## src/sv/lbc_pkg.sv

```systemverilog
// Shared constants, types and helpers for the linear interpolant B-spline coefficient block.
package lbc_pkg;

	localparam int DIMS       = 3;
	localparam int NUM_COORDS = 4;
	localparam int MAX_ORDER  = 16;
	localparam int SLOT_LIMIT = 16;
	localparam int K_MAX      = (MAX_ORDER < SLOT_LIMIT) ? MAX_ORDER : SLOT_LIMIT;
	localparam int CNT_W      = $clog2(K_MAX);

	localparam int ORDER_W    = 5;
	localparam int STEP_W     = 17;
	localparam int CFG_IDX_W  = 1;
	localparam int CFG_DATA_W = STEP_W;

	localparam logic [CFG_IDX_W-1:0] REG_ORDER = 1'd0;
	localparam logic [CFG_IDX_W-1:0] REG_STEP  = 1'd1;

	localparam logic [ORDER_W-1:0] ORDER_RESET = 5'd4;
	localparam logic [STEP_W-1:0]  STEP_RESET  = 17'd21845;
	localparam logic [STEP_W-1:0]  ONE_Q16     = 17'd65536;

	typedef logic signed [31:0] coord_t;
	typedef logic signed [32:0] diff_t;
	typedef logic [STEP_W-1:0]  weight_t;

	typedef enum logic [1:0] {
		MODE_FIRST,
		MODE_NEXT,
		MODE_SINGLE
	} mode_t;

	// order clamped to [2, K_MAX]
	function automatic logic [ORDER_W-1:0] eff_order(input logic [ORDER_W-1:0] ord);
		logic [ORDER_W-1:0] k;
		k = ord;
		if (ord < ORDER_W'(2))
			k = ORDER_W'(2);
		else if (ord > ORDER_W'(K_MAX))
			k = ORDER_W'(K_MAX);
		return k;
	endfunction

	// min(a + b, 1.0)
	function automatic weight_t sat_add(input weight_t a, input weight_t b);
		logic [STEP_W:0] s;
		s = {1'b0, a} + {1'b0, b};
		if (s > {1'b0, ONE_Q16})
			return ONE_Q16;
		return s[STEP_W-1:0];
	endfunction

endpackage

```

## src/sv/lbc_blend.sv

```systemverilog
// One coordinate lane of the blend: prev + round((w2 * (cur - prev)) / 2^16).
module lbc_blend (
	input  lbc_pkg::coord_t  prev,
	input  lbc_pkg::diff_t   diff,
	input  lbc_pkg::weight_t w2,
	output lbc_pkg::coord_t  coef
);

	logic signed [50:0] prod;
	logic signed [50:0] rnd;

	assign prod = $signed({1'b0, w2}) * diff;
	assign rnd  = prod + 51'sd32768;
	assign coef = prev + $signed(rnd[47:16]);

endmodule

```

## config.mk

```make
export PLATFORM = sky130hd
export DESIGN_NAME = lbc_blend
export DESIGN_NICKNAME = d
export VERILOG_FILES = /design/src/sv/lbc_pkg.sv /design/src/sv/lbc_blend.sv
export SDC_FILE = /design/constraint.sdc
export NUM_CORES = 1
export LEC_CHECK = 0
export BUFFER_PORTS_ARGS = -buffer_cell sky130_fd_sc_hd__buf_2
export CAP_MARGIN = 5
export CORE_MARGIN = 1.5
export CORE_UTILIZATION = 45
export DETAILED_ROUTE_END_ITERATION = 8
export GPL_ROUTABILITY_DRIVEN = 0
export PLACE_DENSITY_LB_ADDON = 0.05
export SETUP_SLACK_MARGIN = 0.4
export SLEW_MARGIN = 20
export SYNTH_ARGS = -nofsm -noshare
export SYNTH_HDL_FRONTEND = slang
export SYNTH_SLANG_ARGS = --single-unit
```

## constraint.sdc

```tcl
create_clock -name vclk -period 18.5
set_clock_uncertainty 0.2 [all_clocks]
set_input_delay 1.85 -clock vclk [all_inputs]
set_output_delay 1.85 -clock vclk [all_outputs]
set_load 0.05 [all_outputs]
```

-- Word level (Yosys, flattened, before mapping)
Cells that the tools add are included.
- add/sub/neg operators: 2
- multipliers: 1
- operators with widths (operator ; count):
    $add A48 B17 Y48 const B ; 1
    $mul A18 B33 Y48 ; 1
    $add A32 B32 Y32 ; 1
- bits in registers: 0
- output and inout port bits: 32
- logic and storage cells: 3

-- Depth between registers and ports, before layout
- depth after elaboration: 3
- mapped depth: 36
- mapped depth without buffers: 35

-- Worst setup path after synthesis
No wires, ideal clock.
- kind: input -> output
- start: input diff[14]
- end: output coef[31]
- arrival: 10.038 ns
- required time: 16.450 ns
- path slack: 6.412 ns
- stages: 32
- path through: clkbuf_1 nand2_1 fa_1 inv_1 fa_1 inv_1 fa_1 fa_1 inv_1 fa_1 fa_1 ha_1 or2_1 a21o_1 a211oi_1 o31ai_1 a21oi_1 o221ai_1 a21oi_1 o21bai_1 a21oi_1 xnor2_1 ha_1 and4_1 and3_1 a221o_1 a31oi_1 o21ai_1 a211oi_1 nor3_1 o22ai_1 xor2_1
- longest elaborated chain between the ends: 3
- ends and longest elaborated chain (element ; RTL line ; text):
    from (decl) ; lbc_blend.sv:4 ; input lbc_pkg::diff_t diff,
    $mul A18 B33 Y48 ; lbc_blend.sv:12 ; assign prod = $signed({1'b0, w2}) * diff;
    $add A48 B17 Y48 ; lbc_blend.sv:13 ; assign rnd = prod + 51'sd32768;
    $add A32 B32 Y32 ; lbc_blend.sv:14 ; assign coef = prev + $signed(rnd[47:16]);
    to (decl) ; lbc_blend.sv:6 ; output lbc_pkg::coord_t coef
Every way passes these cells.

-- Worst setup path after layout
- start: input w2[6]
- end: output coef[29]
- longest elaborated chain between the ends: 3
- ends and longest elaborated chain (element ; RTL line ; text):
    from (decl) ; lbc_blend.sv:5 ; input lbc_pkg::weight_t w2,
    $mul A18 B33 Y48 ; lbc_blend.sv:12 ;
    $add A48 B17 Y48 ; lbc_blend.sv:13 ;
    $add A32 B32 Y32 ; lbc_blend.sv:14 ;
Every way passes these cells.

==> impl_metrics.csv <==
group,metric,value,unit
setup_path,path_max_fanout,33,
routing,routed_wl,50660,um
finish,nFlopsAndLatches,0,
setup_path,cp-start-kind,"primary input",
cts,postCtsSetupBuffers,0,
cts,cts.repair.resized,0,
routing,via_per_inst,4.957,
finish,postLayoutCellArea,0.02119,mm^2
sta,slew_viol_final,0,
cts,cts-hold-fix-buffers,0,
global_routing,grt_overflow_total,0,
floorplanning,start_util,45.59,%
floorplanning,die_x,214.7,um
global_routing,grt_start_max_net_pins,34,
logic_synthesis,synth.cell_area,0.02016,mm^2
finish,drive_above_1_share,5.415,%
logic_synthesis,syn_nets,3030,
setup_path,worstSetupPathType,"in2out",
finish,finalNetCount,3066,
floorplanning,ios,114,
logic_synthesis,yosysWarnings,0,
global_routing,grt_use_total,23.48,%
setup_path,cp-end-kind,"primary output",
sta,fin_crit,13.52,ns
routing,drtIter0Drc,609,
setup_path,crit_required,16.45,ns
sta,clock.fmax,73.95,MHz
placement,placed_cells,2882,
routing,dr.pass1.iters,5,
finish,clkbuf_count,0,
routing,ant_nets,0,
placement,placed_cell_area,0.02119,mm^2
floorplanning,fp.coreArea,0.04422,mm^2
floorplanning,die_h,214.7,um
finish,diodes,0,
sta,finalHoldViolCount,0,
finish,layout_commonest_cell,"inv_1",
routing,wl_per_cell,17.58,um
setup_path,crit_top_cell,"fa_1",
sta,final.setup.tns,0,ns
placement,portBuffers,114,
routing,drc,0,
sta,grt_setup_unrepaired,"false",
finish,fin_util,47.91,%
sta,worst_slew_pin_slew,0.9024,ns
logic_synthesis,postSynthCellCount,2256,
sta,report.final.setup_viol,0,
run,drv_cap,0,
min_path,hold_start,"prev[0]",
min_path,worstHoldEndpoint,"coef[0]",
setup_path,critPathMaxStageDelay,0.61,ns
routing,vias,14290,
floorplanning,die_area,0.04608,mm^2
sta,post-route-period-util,73.09,%
sta,maxSlewHeadroom,39.32,%
finish,register_area,0,um^2
logic_synthesis,ys_types,49,
setup_path,worst_ep_arrival_time,11.47,ns
status,outcome,"finished, final reports clean",
logic_synthesis,syn_area_per_cell,8.936,um^2
logic_synthesis,seq_area_frac_synth,0,%
finish,final_cell_mix,"inv_1 (586), fa_1 (516), and2_1 (328)",
setup_path,slowest_stage,"o211ai_1",
min_path,hold_class,"in2out",
placement,dp_hpwl,42560,um
floorplanning,rows,77,
finish,area_growth,5.089,%
global_routing,first_global_vias,15920,
min_path,holdPathStages,3,
finish,final-instance-count-excl-fill,2882,
global_routing,antenna_found_initial,3,
global_routing,grt_pass1_wl,85950,um
-- metrics by stage --
stage | setup WS, ns | hold slack (ns)
after floorplan | 6.412 | 3.878
after global placement | 5.012 | 3.939
after detailed placement | 4.899 | 3.945
after CTS | 4.880 | 3.952
after global routing | 4.399 | 3.961
final | 4.978 | 3.948
-- routing by layer --
metal,global-route usage [%],wire length [um],vias up
met5,0,11,-
li1,-,-,6620
met2,40.43,24830,204
met3,1.645,1641,36
met4,2.817,724,2
met1,33.54,23450,7424
-- cell families after synthesis --
group	synth area share, %
fa+ha+maj	62.16
simple gates	17.16
compound gates	4.891
buf+inv	12.48
mux	0.04965
xor+xnor	3.258
-- cell type report --
type	instances	area, um^2
multi-input combinational	1586	17640
tap	592	740.7
inverter	586	2200
fill	4343	23040
timing repair buffer	118	600.6
-- cell usage after synthesis (all sizes together) (3+ instances only) --
cell type | count | share of area, %
o21bai | 11 | 0.41
o21ai | 27 | 0.67
nand2 | 249 | 4.6
nand2b | 6 | 0.19
or2 | 4 | 0.12
xnor2 | 56 | 2.4
and3 | 6 | 0.19
nand4 | 7 | 0.22
nand3 | 4 | 0.099
nor2b | 10 | 0.31
nor2 | 28 | 0.52
fa | 516 | 51
a211oi | 11 | 0.43
and4 | 3 | 0.13
xor2 | 19 | 0.83
a21o | 22 | 0.82
a21oi | 50 | 1.2
o21a | 4 | 0.15
and2 | 328 | 10
o211ai | 5 | 0.19
o31ai | 3 | 0.11
a31oi | 5 | 0.16
clkbuf | 84 | 1.6
nor3 | 9 | 0.22
ha | 176 | 11
inv | 586 | 11
-- critical path: cells and delay by family --
family,cells,cell delay [ns]
AO/OA/AOI/OAI,13,3.59
adder cells (fa/ha/maj),8,3.52
AND/OR/NAND/NOR,5,1.06
buffers and inverters,6,1.04
XOR/XNOR,2,0.38
-- how the worst max path moves through the flow --
stage	startpoint	to	slack (ns)	cells after the start
floorplan	diff[14]	coef[31]	6.41	32
global placement	w2[9]	coef[29]	5.01	32
detailed placement	w2[3]	coef[29]	4.90	33
CTS	w2[3]	coef[29]	4.88	33
global route	w2[6]	coef[29]	4.40	33
finish	w2[6]	coef[29]	4.98	34
Power is left out: the tool's default activity adds up to more than one toggle a clock period on the data nets, which glitch-free logic cannot reach.
